### src/rtl/core/fbsm_pkg.sv
// shared types, constants and the byte-to-code mapping of the substring matcher
package fbsm_pkg;

  // configuration port geometry
  localparam int CFG_AW = 5;
  localparam int CFG_DW = 64;
  localparam int PAT_REG_W = 60;
  localparam int SYMS_PER_REG = 12;
  localparam int SYM_W = 5;
  localparam int LEN_W = 5;

  // register indexes (paddr[4:3])
  localparam logic [1:0] REG_PAT_LOW  = 2'd0;
  localparam logic [1:0] REG_PAT_HIGH = 2'd1;
  localparam logic [1:0] REG_PAT_LEN  = 2'd2;

  // special symbol codes
  localparam logic [SYM_W-1:0] CODE_DIGIT_ZERO = 5'd26;
  localparam logic [SYM_W-1:0] CODE_DIGIT_NINE = 5'd27;
  localparam logic [SYM_W-1:0] CODE_PUNCT      = 5'd28;
  localparam logic [SYM_W-1:0] CODE_SPACE      = 5'd29;
  localparam logic [SYM_W-1:0] CODE_CTRL_ONE   = 5'd31;

  // digits '1'..'8' borrow the codes of z,q,j,x,k,b,y,w
  localparam logic [SYM_W-1:0] DIGIT_CODES [8] = '{
    5'd25, 5'd16, 5'd9, 5'd23, 5'd10, 5'd1, 5'd24, 5'd22
  };

  typedef struct packed {
    logic [PAT_REG_W-1:0] pat_low;
    logic [PAT_REG_W-1:0] pat_high;
    logic [LEN_W-1:0]     pat_len;
  } fbsm_cfg_t;

  typedef struct packed {
    logic             vld;
    logic [SYM_W-1:0] code;
  } fbsm_code_t;

  // map one text byte to its symbol code, vld low when the byte is skipped
  function automatic fbsm_code_t map_byte(input logic [7:0] b);
    fbsm_code_t res;
    logic [7:0] off;
    res.vld  = 1'b1;
    res.code = '0;
    off = 8'h00;
    case (b) inside
      [8'h61:8'h7A]: begin
        off = b - 8'h61;
        res.code = off[SYM_W-1:0];
      end
      [8'h41:8'h5A]: begin
        off = b - 8'h41;
        res.code = off[SYM_W-1:0];
      end
      8'h30: res.code = CODE_DIGIT_ZERO;
      8'h39: res.code = CODE_DIGIT_NINE;
      [8'h31:8'h38]: begin
        off = b - 8'h31;
        res.code = DIGIT_CODES[off[2:0]];
      end
      8'h20: res.code = CODE_SPACE;
      [8'h21:8'h2F], [8'h3A:8'h40], [8'h5B:8'h60], [8'h7B:8'h7E]:
        res.code = CODE_PUNCT;
      8'h01: res.code = CODE_CTRL_ONE;
      default: res.vld = 1'b0;
    endcase
    return res;
  endfunction

endpackage

### src/rtl/core/five_bit_substring_matcher_top.sv
// top level of the five-bit substring matcher
//
// Text bytes enter on the in_ stream: in_tdata carries the byte, in_tlast
// marks the final byte of a text. Each byte maps to a 5-bit symbol (or is
// skipped); the matcher keeps the most recent PATTERN_MAX symbols and raises
// a sticky flag whenever the newest pattern_len symbols equal the pattern.
// On the final byte of a text one transaction leaves on the out_ stream with
// bit 0 of out_tdata set if the pattern occurred; no other byte yields output.
// The pattern and its length are written through the cfg_ apb port between
// texts or while the input idles (registers at byte addresses 0, 8 and 16).
// A final byte passes through the input register, then the result register,
// before its result shows on out_tvalid.
// Throughput: one byte per cycle while results are taken; the mapping, window shift and parallel
// compare all fit between the input register and the result register.
// When the receiver stalls, the result register holds and the input register
// fills, after which in_tready drops until the result is taken.
// Reset (synchronous, rst_n low) empties both registers, clears the window,
// count and flag, and sets the pattern to zero with length 1.
module five_bit_substring_matcher_top #(
  parameter int PATTERN_MAX = 24
) (
  input  logic                        clk,
  input  logic                        rst_n,
  // input stream
  input  logic                        in_tvalid,
  output logic                        in_tready,
  input  logic [7:0]                  in_tdata,   // [7:0] text_byte
  input  logic                        in_tlast,   // text_end
  // result stream
  output logic                        out_tvalid,
  input  logic                        out_tready,
  output logic [7:0]                  out_tdata,  // [0] found, [7:1] zero
  // configuration
  input  logic                        cfg_psel,
  input  logic                        cfg_penable,
  input  logic                        cfg_pwrite,
  input  logic [fbsm_pkg::CFG_AW-1:0] cfg_paddr,
  input  logic [fbsm_pkg::CFG_DW-1:0] cfg_pwdata,
  output logic [fbsm_pkg::CFG_DW-1:0] cfg_prdata,
  output logic                        cfg_pready
);
  import fbsm_pkg::*;

  fbsm_cfg_t  cfg;
  logic       s1_valid_r, s1_valid_nxt;
  logic [7:0] s1_byte_r;
  logic       s1_end_r;
  logic       out_valid_r, out_valid_nxt;
  logic       out_found_r;
  logic       out_free, proc, in_acc, found;

  fbsm_cfg u_cfg (
    .clk     (clk),
    .rst_n   (rst_n),
    .psel    (cfg_psel),
    .penable (cfg_penable),
    .pwrite  (cfg_pwrite),
    .paddr   (cfg_paddr),
    .pwdata  (cfg_pwdata),
    .prdata  (cfg_prdata),
    .pready  (cfg_pready),
    .cfg     (cfg)
  );

  fbsm_core #(.PATTERN_MAX(PATTERN_MAX)) u_core (
    .clk       (clk),
    .rst_n     (rst_n),
    .step_en   (proc),
    .text_byte (s1_byte_r),
    .text_end  (s1_end_r),
    .cfg       (cfg),
    .found     (found)
  );

  // pipeline flow control
  assign out_free  = !out_valid_r || out_tready;
  assign proc      = s1_valid_r && out_free;
  assign in_tready = !s1_valid_r || proc;
  assign in_acc    = in_tvalid && in_tready;

  assign s1_valid_nxt  = in_acc ? 1'b1 : (proc ? 1'b0 : s1_valid_r);
  assign out_valid_nxt = (proc && s1_end_r) ? 1'b1 : (out_tready ? 1'b0 : out_valid_r);

  // input register
  always_ff @(posedge clk) begin
    if (!rst_n) begin
      s1_valid_r <= 1'b0;
    end else begin
      s1_valid_r <= s1_valid_nxt;
    end
  end

  always_ff @(posedge clk) begin
    if (in_acc) begin
      s1_byte_r <= in_tdata;
      s1_end_r  <= in_tlast;
    end
  end

  // result register
  always_ff @(posedge clk) begin
    if (!rst_n) begin
      out_valid_r <= 1'b0;
    end else begin
      out_valid_r <= out_valid_nxt;
    end
  end

  always_ff @(posedge clk) begin
    if (proc && s1_end_r) begin
      out_found_r <= found;
    end
  end

  assign out_tvalid = out_valid_r;
  assign out_tdata  = {7'b0, out_found_r};

`ifndef SYNTHESIS
  // a held byte is never dropped without being processed
  a_s1_hold: assert property (@(posedge clk) disable iff (!rst_n)
    s1_valid_r && !proc |=> s1_valid_r)
    else $error("input register lost a byte");

  // a pending result is never overwritten
  a_out_no_overwrite: assert property (@(posedge clk) disable iff (!rst_n)
    out_valid_r && !out_tready |-> !(proc && s1_end_r))
    else $error("result register overwritten while stalled");

  // a new result only follows a processed final byte
  a_out_source: assert property (@(posedge clk) disable iff (!rst_n)
    out_valid_r && !$past(out_valid_r && !out_tready) |-> $past(proc && s1_end_r))
    else $error("result appeared without a final byte");
`endif

endmodule

### src/rtl/core/fbsm_cfg.sv
// apb register file holding the pattern and its length
module fbsm_cfg (
  input  logic                        clk,
  input  logic                        rst_n,
  input  logic                        psel,
  input  logic                        penable,
  input  logic                        pwrite,
  input  logic [fbsm_pkg::CFG_AW-1:0] paddr,
  input  logic [fbsm_pkg::CFG_DW-1:0] pwdata,
  output logic [fbsm_pkg::CFG_DW-1:0] prdata,
  output logic                        pready,
  output fbsm_pkg::fbsm_cfg_t         cfg
);
  import fbsm_pkg::*;

  fbsm_cfg_t cfg_r;
  logic      wr_en;

  assign pready = 1'b1;
  assign wr_en  = psel & penable & pwrite & pready;
  assign cfg    = cfg_r;

  // register writes
  always_ff @(posedge clk) begin
    if (!rst_n) begin
      cfg_r.pat_low  <= '0;
      cfg_r.pat_high <= '0;
      cfg_r.pat_len  <= LEN_W'(1);
    end else if (wr_en) begin
      case (paddr[4:3])
        REG_PAT_LOW:  cfg_r.pat_low  <= pwdata[PAT_REG_W-1:0];
        REG_PAT_HIGH: cfg_r.pat_high <= pwdata[PAT_REG_W-1:0];
        REG_PAT_LEN:  cfg_r.pat_len  <= pwdata[LEN_W-1:0];
        default: ;
      endcase
    end
  end

  // read mux
  always_comb begin
    case (paddr[4:3])
      REG_PAT_LOW:  prdata = CFG_DW'(cfg_r.pat_low);
      REG_PAT_HIGH: prdata = CFG_DW'(cfg_r.pat_high);
      REG_PAT_LEN:  prdata = CFG_DW'(cfg_r.pat_len);
      default:      prdata = '0;
    endcase
  end

endmodule

### src/rtl/core/fbsm_core.sv
// code window, code count, pattern compare and sticky match flag
module fbsm_core #(
  parameter int PATTERN_MAX = 24
) (
  input  logic                clk,
  input  logic                rst_n,
  input  logic                step_en,
  input  logic [7:0]          text_byte,
  input  logic                text_end,
  input  fbsm_pkg::fbsm_cfg_t cfg,
  output logic                found
);
  import fbsm_pkg::*;

  localparam int CW = $clog2(PATTERN_MAX + 1);
  localparam int IW = (PATTERN_MAX > 1) ? $clog2(PATTERN_MAX) : 1;
  localparam logic [LEN_W-1:0] PM_LEN = LEN_W'(PATTERN_MAX);
  localparam logic [CW-1:0]    PM_CNT = CW'(PATTERN_MAX);

  logic [SYM_W-1:0] win_r   [PATTERN_MAX];
  logic [SYM_W-1:0] win_nxt [PATTERN_MAX];
  logic [CW-1:0]    seen_r, seen_nxt;
  logic             match_r, match_nxt;
  logic [LEN_W-1:0] len_eff;
  logic [2*PAT_REG_W-1:0] pat_all;
  fbsm_code_t       cd;
  logic             syms_ok;

  assign cd      = map_byte(text_byte);
  assign len_eff = (cfg.pat_len > PM_LEN) ? PM_LEN : cfg.pat_len;
  assign pat_all = {cfg.pat_high, cfg.pat_low};

  // shift the new code in, newest at position 0
  always_comb begin
    for (int j = 0; j < PATTERN_MAX; j++) begin
      win_nxt[j] = win_r[j];
    end
    seen_nxt = seen_r;
    if (cd.vld) begin
      win_nxt[0] = cd.code;
      for (int j = 1; j < PATTERN_MAX; j++) begin
        win_nxt[j] = win_r[j-1];
      end
      if (seen_r < PM_CNT) seen_nxt = seen_r + CW'(1);
    end
  end

  // pattern symbol k must sit at window position len_eff-1-k
  always_comb begin
    logic [LEN_W-1:0] idx;
    syms_ok = 1'b1;
    idx = '0;
    for (int k = 0; k < PATTERN_MAX; k++) begin
      idx = len_eff - LEN_W'(k) - LEN_W'(1);
      if ((LEN_W'(k) < len_eff) &&
          (win_nxt[idx[IW-1:0]] != pat_all[SYM_W*k +: SYM_W])) begin
        syms_ok = 1'b0;
      end
    end
  end

  assign match_nxt = match_r | (syms_ok && (6'(seen_nxt) >= 6'(len_eff)));
  assign found     = match_nxt;

  // state update, cleared at the end of each text
  always_ff @(posedge clk) begin
    if (!rst_n) begin
      seen_r  <= '0;
      match_r <= 1'b0;
      for (int j = 0; j < PATTERN_MAX; j++) win_r[j] <= '0;
    end else if (step_en) begin
      if (text_end) begin
        seen_r  <= '0;
        match_r <= 1'b0;
        for (int j = 0; j < PATTERN_MAX; j++) win_r[j] <= '0;
      end else begin
        seen_r  <= seen_nxt;
        match_r <= match_nxt;
        for (int j = 0; j < PATTERN_MAX; j++) win_r[j] <= win_nxt[j];
      end
    end
  end

endmodule
### config.mk
export PLATFORM = sky130hd
export DESIGN_NAME = five_bit_substring_matcher_top
export DESIGN_NICKNAME = d
export VERILOG_FILES = /design/src/rtl/core/fbsm_pkg.sv /design/src/rtl/core/five_bit_substring_matcher_top.sv /design/src/rtl/core/fbsm_cfg.sv /design/src/rtl/core/fbsm_core.sv
export SDC_FILE = /design/constraint.sdc
export NUM_CORES = 1
export LEC_CHECK = 0
export ABC_AREA = 1
export BUFFER_PORTS_ARGS = -buffer_cell sky130_fd_sc_hd__buf_2
export CORE_MARGIN = 1.5
export CORE_UTILIZATION = 50
export DETAILED_ROUTE_END_ITERATION = 6
export PLACE_DENSITY = 0.74
export SLEW_MARGIN = 0
export SYNTH_ARGS = -nofsm -noshare
export SYNTH_HDL_FRONTEND = slang
export SYNTH_HIERARCHICAL = 1
export SYNTH_SLANG_ARGS = --single-unit
### constraint.sdc
create_clock -name clk -period 3.9 [get_ports clk]
set_input_delay 0.195 -clock clk [delete_from_list [all_inputs] [get_ports clk]]
set_output_delay 0.195 -clock clk [all_outputs]
set_load 0.005 [all_outputs]
* Yosys cells after proc, flatten, opt, wreduce, memory -nomap -nowiden
Memory sizes are Yosys's and may differ from the RTL's. Index checks and enable logic that the tools add are counted.
Word-level totals: memories 2, RAM bits 120, bits in latches 0, input port bits 85, flip-flop bits (word level) 143, word-level logic and storage cells 462, ROM bits 40, output and inout bits 75
Memories:
- u_core.win_r | words 24, bits a word 5, rd ports 24, clocked after memory_dff 0, wr ports 24, line fbsm_core.sv:20 | logic [SYM_W-1:0] win_r [PATTERN_MAX];
- (no name shown) | words 8, bits a word 5, rd ports 1, clocked after memory_dff 0, wr ports 0, line fbsm_pkg.sv:60 | res.code = DIGIT_CODES[off[2:0]];
Operators by class: multipliers 0, bitwise operators 76, div/mod/pow operators 0, eq/ne operators 30, shift operators 0, reduce and logical (&&, ||, !) cells 46, $add $sub $neg 50, muxes and demuxes 182, order comparisons 66
Operator list (number):
- 5-bit binary-select mux with 5-bit select | 24
- 5-bit two-way mux | 110
- 60-bit case mux with 3 select lines | 1
- 6-bit greater-or-equal comparator, second input constant | 24
- 5-bit NOT with 6-bit output | 24
- 5-bit by 1-bit subtractor with 5-bit output, second input constant | 26
- 120-bit two-way mux | 1
- 5-bit != test | 24
- 1-bit OR | 49
- 1-bit two-way mux | 46
- 8-bit by 7-bit less-or-equal comparator with 1-bit output, second input constant | 5
- 4-bit by 5-bit < comparator with 1-bit output, first input constant | 8
- 5-bit < comparator, first input constant | 8
- 5-bit by 4-bit subtractor with 5-bit output, second input constant | 8
- 5-bit subtractor, second input constant | 8
- 1-bit logical AND | 35
- 8-bit by 7-bit greater-or-equal comparator with 1-bit output, second input constant | 4
- 8-bit by 6-bit == test with 1-bit output, second input constant | 3
- 8-bit by 6-bit greater-or-equal comparator with 1-bit output, second input constant | 3
- 3-bit by 5-bit < comparator with 1-bit output, first input constant | 4
- 5-bit by 3-bit subtractor with 5-bit output, second input constant | 4
- 8-bit by 6-bit less-or-equal comparator with 1-bit output, second input constant | 2
- 1-bit by 5-bit < comparator with 1-bit output, first input constant | 2
- 2-bit by 5-bit < comparator with 1-bit output, first input constant | 2
- other kinds (18) | 25

* Logic depth before layout (Yosys ltp)
Gate-level depths: netlist of run 1.
word-level depth 43, mapped depth 34

* Modules after synthesis
Netlist of run 1, hierarchy kept.
By module, submodules not included:
- fbsm_core | times used 1, cells each 3203, area an instance 18108.6 um2
- fbsm_cfg | times used 1, cells each 846, area an instance 5749.3 um2
- five_bit_substring_matcher_top | times used 1, cells each 36, area an instance 471.7 um2

* Worst setup path before layout of run 1
OpenSTA, ideal clock, no wires.
path type flip-flop to flip-flop, start register u_cfg.cfg_r, in the netlist u_cfg/cfg[3], end register out_found_r, data pin, setup time 255 ps, cell stages (with the launch flop) 26, path buffers 5, arrival 3591 ps, slack 55 ps, cell sequence dfxtp_1 ha_1 nand2_1 nand2_1 clkbuf_1 clkbuf_1 ha_1 clkbuf_1 clkinv_1 clkbuf_1 buf_1 nand3_1 nand3_1 nand3_1 nand3_1 o21ai_1 nand2_1 nand2_1 nand3_1 nand2_1 nand2_1 clkinv_1 nand2_1 nor2_1 nand3_1 nand2_1
Between the ends: cells in the longest elaborated chain, start to end 35, elaborated cells on any way between the ends 243
RTL lines:
- from (decl) | line fbsm_cfg.sv:16 | fbsm_cfg_t cfg_r;
- 5-bit greater-than comparator | line fbsm_core.sv:30 | assign len_eff = (cfg.pat_len > PM_LEN) ? PM_LEN : cfg.pat_len;
- 5-bit two-way mux * | line fbsm_core.sv:30
- 5-bit by 1-bit subtractor with 5-bit output | line fbsm_core.sv:54 | idx = len_eff - LEN_W'(k) - LEN_W'(1);
- 5-bit by 1-bit subtractor with 5-bit output or 5-bit NOT with 6-bit output (tied branches) | line fbsm_core.sv:54, fbsm_core.sv:56
- 5-bit NOT with 6-bit output (not written as such) or 5-bit binary-select mux with 5-bit select (tied branches) | line fbsm_core.sv:56 | (win_nxt[idx[IW-1:0]] != pat_all[SYM_W*k +: SYM_W])) begin
- 5-bit binary-select mux with 5-bit select or 5-bit two-way mux (tied branches) | line fbsm_core.sv:56
- 5-bit two-way mux (not written as such) | line fbsm_core.sv:56
- 5-bit two-way mux (not written as such) or 5-bit != test (tied branches) | line fbsm_core.sv:56
- 5-bit != test or 1-bit logical AND (tied branches) | line fbsm_core.sv:56, fbsm_core.sv:55
- 1-bit logical AND or 1-bit two-way mux (tied branches) | line fbsm_core.sv:55 | if ((LEN_W'(k) < len_eff) &&
- 1-bit two-way mux (23 in series) | line fbsm_core.sv:55
- 1-bit logical AND * | line fbsm_core.sv:62 | assign match_nxt = match_r | (syms_ok && (6'(seen_nxt) >= 6'(len_eff)));
- 1-bit OR * | line fbsm_core.sv:62
- named net found | line five_bit_substring_matcher_top.sv:50 | logic out_free, proc, in_acc, found;
- to (signal assigned) | line five_bit_substring_matcher_top.sv:111 | out_found_r <= found;
- to (decl) | line five_bit_substring_matcher_top.sv:49 | logic out_found_r;
The timed path passes the listed nets; every way through them passes the cells marked *. The select of a mux whose other input is x is not followed. A chain may end at the register's enable or synchronous reset.

* Final worst setup path of run 1
start register s1_byte_r[0], end register out_found_r, data pin
Between the ends: cells in the longest elaborated chain, start to end 42, elaborated cells on any way between the ends 198
RTL lines:
- from (decl) | line five_bit_substring_matcher_top.sv:46 | logic [7:0] s1_byte_r;
- from (signal assigned) | line five_bit_substring_matcher_top.sv:95 | s1_byte_r <= in_tdata;
- 3-bit by 1-bit subtractor with 3-bit output, or another cell as far along | line fbsm_pkg.sv:59 | off = b - 8'h31;
- 3-bit NOT with 4-bit output (not written as such) or 1-bit logical AND (tied branches) | line fbsm_pkg.sv:60, fbsm_core.sv:29
- memory read 8 x 5 bit or 4-bit OR reduction (tied branches)
- 5-bit two-way mux (not written as such), or another cell as far along (2 in series) | line fbsm_pkg.sv:60
- 5-bit two-way mux or 1-bit two-way mux (tied branches) (5 in series) | line fbsm_pkg.sv:47 | case (b) inside
- 120-bit two-way mux | line fbsm_core.sv:39 | if (cd.vld) begin
- 5-bit binary-select mux with 5-bit select | line fbsm_core.sv:56
- 5-bit two-way mux (not written as such) (2 in series) | line fbsm_core.sv:56
- 5-bit != test | line fbsm_core.sv:56
- 1-bit logical AND | line fbsm_core.sv:55
- 1-bit two-way mux (24 in series) | line fbsm_core.sv:55
- 1-bit logical AND * | line fbsm_core.sv:62
- 1-bit OR * | line fbsm_core.sv:62
- named net found | line five_bit_substring_matcher_top.sv:50
Marked as above.

==> reports/qor.yml, run 1 <==
status:
  status: "finished with violations"
  violations: "DRC, setup timing"
routing:
  first_pass_iters: 7
  vias: 30400
  totalWireLength_microns: 113000
  wl_per_cell_microns: 22.1
  route.detailed.drc: 9
  viasPerCell: 5.96
  ant_nets: 0
  drt_iter0_markers: 4462
floorplanning:
  dieHeight_microns: 224
  die_width_microns: 224
  io_pins: 160
  rows: 80
  core_area_sq_um: 47800
  die_area_sq_um: 50000
  initial_utilization: 0.508
logic_synthesis:
  yosys_warnings: 6
  synth.most_common_cell: "nand2_1"
  synth-compound-area-share: 0.0569
  synth_top_family_by_area: "simple AND/OR/NAND/NOR gates"
  synth_cell_types: 52
  yosys_register_bits: 263
  synth_xor_area_frac: 0.0129
  synthMuxAreaShare: 0
  yosys-top-cells-area: "nand3_1 25%, nand2_1 19%, edfxtp_1 16%"
  synthesis.area_sq_um: 24300
  syn_inst: 4085
  ys_top_cells_by_count: "1251 x nand2_1, 1215 x nand3_1, 406 x nor2_1"
  yosysTopAreaCell: "nand3_1"
  avgSynthCellArea_sq_um: 5.96
  yosys.area.top_type_share: 0.250
  synth_edf_count: 130
  synth_flop_cell: "dfxtp_1"
  synthSimpleGateAreaFrac: 0.546
  synthArstFlopShare: 0
  ys_seq_area_frac: 0.270
  yosys.area_share.adder: 0.0118
power_and_ir_drop:
  leakage_nw: 14.6
  finalPower_w: 0.0104
  power_density_nw_per_um2: 347
  vdd_drop_max_mv: 0.417
global_route:
  grt_max_degree: 130
  grt_pass1_vias: 27100
  grt_pass1_wl_microns: 167000
  antenna_found_initial: 1
  track_usage: 0.441
  grt_overflow_total: 0
worst_setup_path:
  worstSetupStartpointType: "flop"
  crit_path_top_delay_cell: "edfxtp_1"
  arrival_ns: 4.63
  path_class: "reg2reg"
  path_common_cell: "nand2_1"
  critPathMaxFanout: 15
  setup.worst_path.end_class: "flop"
  critical_path_required_ns: 4.37
  cp_slowest_stage_delay_ns: 0.48
placement:
  place_inst: 4975
  place_ws_ns: -0.246
  hpwl_microns: 87100
  gp_congestion: 1.08
  port_buffers: 140
final_layout:
  layout.nets: 4572
  final_util: 0.629
  drive_gt1_frac: 0.171
  syn_to_final_growth_pct: 23.7
  diodes: 0
  fin_cells: 5102
min_path:
  holdCritPathClass: "in2reg"
clock_tree:
  clkTransAtPathRegs_ns: 0.07
  insertion_delay_ns: 0.61
  cts_root_buffer: "clkbuf_16"
  clockBufferDepth: 3
  cts-htree-levels: 1
  numCtsBuffers: 31
  clock-sinks: 263
  cts_tree: "built"
sta:
  setup_violations: 2
  hold_viol: 0
  rsz0062_at_grt: "true"
  setup_ws_ns: -0.259
  slew_headroom: 0.409
  min_period_over_period: 1.07
  finalClockSkew_ns: 0.0210
  finalSetupTns_ns: -0.516
  fmax_ghz: 0.240
  worst_slew_pin_slew_ns: 0.884
  drv_slew: 0
  min_period_ns: 4.16
job:
  cap_viol_max_count: 0
## state kept, by name, indices dropped and copies added (netlist names)
name,cells
out_found_r,1
out_tvalid,1
s1_byte_r,8
s1_end_r,1
s1_valid_r,1
u_cfg/cfg,125
u_core/match_r,1
u_core/seen_r,5
u_core/win_r,120
## path summary, 6_finish.rpt
check | startpoint | end | slack, ns | depth (start not counted)
worst max-delay path | s1_byte_r[0] | out_found_r | -0.26 | 31
worst min-delay path | cfg_paddr[4] | u_cfg/cfg[0] | 0.02 | 4
worst max register to register | s1_byte_r[0] | out_found_r | -0.26 | 31
worst min register to register | u_cfg/cfg[44] | u_cfg/cfg[44] | 0.51 | 2
## through the flow
stage / hold slack, ns / instance area (sq um)
finish: 0.0247 / 30100
global route: 0.0401 / 30100
CTS: 0.0113 / 29800
detailed placement: 0.374 / 27800
global placement: 0.372 / 27800
floorplan: 0.293 / 24400
## logic make-up after synthesis
kind of cell	after synthesis
AO/OA/AOI/OAI	213
XOR/XNOR	35
adder cells (fa/ha/maj)	23
buffers and inverters	544
flip-flops	263
other	3
AND/OR/NAND/NOR	3004
## placed cells by master (no fill, tap or decap), types with 68 or more instances in the layout
cell type	count
inv_1	268
dfxtp_1	133
buf_2	139
nor2_1	400
dlygate4sd3_1	68
nand3_2	73
edfxtp_1	130
nand3_1	1147
buf_4	333
nand2_1	1227
## report_power, final
group	switching (W)	leakage (nW)	internal [W]	total, W
clock	0.00130	0.539	0.00179	0.00309
sequential	0.0000974	2.45	0.00302	0.00312
combinational	0.00275	11.6	0.00149	0.00424
## layout make-up
cell class / count / area [sq um]
fillers: 4574 / 17700
multi-input cells: 3287 / 15900
flip-flops and latches: 263 / 6570
repair buffers: 588 / 4750
inverters: 293 / 1100
clock buffers: 42 / 923
well taps: 615 / 769
clock inverters: 14 / 136
## per-layer routing
layer	GRT usage	up-vias	part of all wire
met5	0	-	0
met4	0.261	0	0.073
met3	0.0801	290	0.11
met2	0.675	1802	0.43
met1	0.582	14100	0.39
li1	-	14300	-
## worst max-delay path: cells and delay by family, from the launching register on
| family | cells | cell delay, ns |
|---|---|---|
| DFF | 1 | 0.48 |
| and+or+nand+nor | 25 | 2.67 |
| buffers and inverters | 6 | 0.85 |
## timing repair
item	in CTS	in global routing
pin swaps	1	6
gates resized for setup	61	61
hold endpoints to repair	126	0
buffers inserted	2	1
endpoints found under the setup margin	2	2
hold buffers	68	0
cloned	0	0
(Power assumes the default switching activity.)
==> inputs of run 2 (changes only) <==
PLACE_DENSITY = 0.7   (was 0.74)
RECOVER_POWER = 50   (was default)
==> run 2 against run 1 <==
  * The run ends with DRC, capacitance limit, slew limit, setup timing left
  * Global-route usage shrank 2.3 points
  * Critical path depth shrank 2
  * Clock power shrank 6%
  * Sequential power is essentially flat
  * Core utilization grew 1.2 points
  * Fmax grew 1.6%
  * Cell count grew 0.12%
  * Register-to-register slack gained 0.07 ns
  * Worst hold slack gained 0.0050 ns
  * Clock-buffer cell count is the same
  * Sequential share of layout area shrank 0.41 points
  * Critical endpoint unchanged
  * Largest power group unchanged
==> reports/qor.yml, run 2 (same netlist as run 1, synthesis figures left out) <==
global_route:
  grt_pass1_vias: 26700  # was 27100
  grt_max_degree: 122  # was 130
  grt_overflow_total: 0  # unchanged
  grt_pass1_wl_microns: 161000  # was 167000 microns
  antenna_found_initial: 2  # was 1
  track_usage: 0.419  # was 0.441
routing:
  vias: 30300  # was 30400
  ant_nets: 0  # unchanged
  drt_iter0_markers: 3912  # was 4462
  viasPerCell: 5.92  # was 5.96
  route.detailed.drc: 8  # was 9
  totalWireLength_microns: 109000  # was 113000 microns
  wl_per_cell_microns: 21.3  # was 22.1 microns
  first_pass_iters: 7  # unchanged
sta:
  setup_violations: 2  # unchanged
  min_period_over_period: 1.05  # was 1.07
  min_period_ns: 4.09  # was 4.16 ns
  finalClockSkew_ns: 0.0106  # was 0.0210 ns
  fmax_ghz: 0.244  # was 0.240 GHz
  rsz0062_at_grt: "true"  # unchanged
  drv_slew: 281  # was 0
  worst_slew_pin_slew_ns: 2.43  # was 0.884 ns
  hold_viol: 0  # unchanged
  setup_ws_ns: -0.193  # was -0.259 ns
  slew_headroom: -0.625  # was 0.409
floorplanning:
  die_area_sq_um: 50000  # unchanged
  rows: 80  # unchanged
  die_width_microns: 224  # unchanged
  io_pins: 160  # unchanged
  dieHeight_microns: 224  # unchanged
  core_area_sq_um: 47800  # unchanged
  initial_utilization: 0.508  # unchanged
worst_setup_path:
  path_class: "reg2reg"  # unchanged
  critPathMaxFanout: 16  # was 15
  critical_path_required_ns: 4.37  # about the same
  setup.worst_path.end_class: "flop"  # unchanged
  arrival_ns: 4.56  # was 4.63 ns
  crit_path_top_delay_cell: "edfxtp_1"  # unchanged
  worstSetupStartpointType: "flop"  # unchanged
  path_common_cell: "nand2_1"  # unchanged
  cp_slowest_stage_delay_ns: 0.47  # was 0.48 ns
clock_tree:
  clkTransAtPathRegs_ns: 0.06  # was 0.07 ns
  cts_root_buffer: "clkbuf_16"  # unchanged
  cts-htree-levels: 1  # unchanged
  insertion_delay_ns: 0.60  # was 0.61 ns
  clockBufferDepth: 3  # unchanged
  cts_tree: "built"  # unchanged
  numCtsBuffers: 31  # unchanged
  clock-sinks: 263  # unchanged
power_and_ir_drop:
  vdd_drop_max_mv: 0.418  # was 0.417 mV
  power_density_nw_per_um2: 339  # was 347 nW/um^2
  leakage_nw: 14.8  # was 14.6 nW
  finalPower_w: 0.0104  # about the same
final_layout:
  fin_cells: 5108  # was 5102
  diodes: 0  # unchanged
  layout.nets: 4578  # was 4572
  largest_reg_flops: 125  # unchanged
  drive_gt1_frac: 0.189  # was 0.171
  syn_to_final_growth_pct: 26.1  # was 23.7%
  most-common-layout-cells: "1209 x nand2_1, 1079 x nand3_1, 397 x nor2_1"  # was 1227 x nand2_1, 1147 x nand3_1, 400 x nor2_1
  layout_commonest_cell: "nand2_1"  # unchanged
status:
  status: "finished with violations"  # unchanged
  violations: "DRC, capacitance limit, slew limit, setup timing"  # was DRC, setup timing
placement:
  hpwl_microns: 81300  # was 87100 microns
  gp_congestion: 1.16  # was 1.08
  port_buffers: 140  # unchanged
  place_inst: 4963  # was 4975
job:
  cap_viol_max_count: 6  # was 0
min_path:
  holdCritPathClass: "in2reg"  # unchanged
-- run 2: stage by stage --
step / instance area [sq um] / setup slack, ns / utilization / setup TNS (ns) / hold WS (ns)
2_1_floorplan: 24400 / 0.0546 / - / 0 / 0.293
3_3_place_gp: 27600 / -0.210 / 0.578 / -0.418 / 0.371
3_5_place_dp: 27600 / -0.266 / 0.578 / -0.528 / 0.374
4_1_cts: 29900 / -0.00820 / 0.626 / -0.0112 / 0.0279
5_1_grt: 30700 / -0.405 / 0.641 / -0.779 / 0.0811
6_report: 30700 / -0.193 / 0.641 / -0.370 / 0.0296
-- run 2: layout make-up --
class                      count  area, sq um
clock buffer                  42          910
clock inverter                14         88.8
fill                        4517        17200
inverter                     293         1100
multi-input combinational   3288        16300
sequential                   263         6570
tap                          615          769
timing repair buffer         593         4910
-- run 2: timing repair --
item                       in CTS  in global routing
gates cloned                    2                 10
resized for setup             122                126
hold buffers                   69                  0
setup buffers                   2                  6
setup endpoints to repair       2                  2
hold endpoints to repair      128                  0
pin swaps                       8                 11
-- run 2: per-layer routing --
| layer | wire, microns | global-route usage | vias up |
|---|---|---|---|
| met5 | 9 | 0 | - |
| met3 | 13500 | 0.110 | 327 |
| met4 | 7060 | 0.235 | 2 |
| met1 | 42200 | 0.545 | 13800 |
| met2 | 46100 | 0.628 | 1815 |
| li1 | - | - | 14300 |
-- run 2: final timing paths --
path	from	to	slack (ns)	cells past startpoint
hold reg to reg	u_core/match_r	u_core/match_r	0.49	2
setup reg to reg	s1_byte_r[0]	out_found_r	-0.19	29
hold / removal	cfg_paddr[4]	u_cfg/cfg[0]	0.03	4
setup / recovery	s1_byte_r[0]	out_found_r	-0.19	29
-- run 2: critical path: cells and delay by family, from the launching register on --
kind / cells / cell delay [ns]
buffers and inverters: 5 / 0.61
adder cells (fa/ha/maj): 1 / 0.21
AO/OA/AOI/OAI: 1 / 0.17
AND/OR/NAND/NOR: 22 / 2.48
flip-flops: 1 / 0.47
-- run 2: report_power, final --
group / total [W] / internal, W / switching, W / leakage [nW]
clock: 0.00292 / 0.00164 / 0.00128 / 0.507
combinational: 0.00438 / 0.00158 / 0.00279 / 11.8
sequential: 0.00312 / 0.00302 / 0.0000976 / 2.45
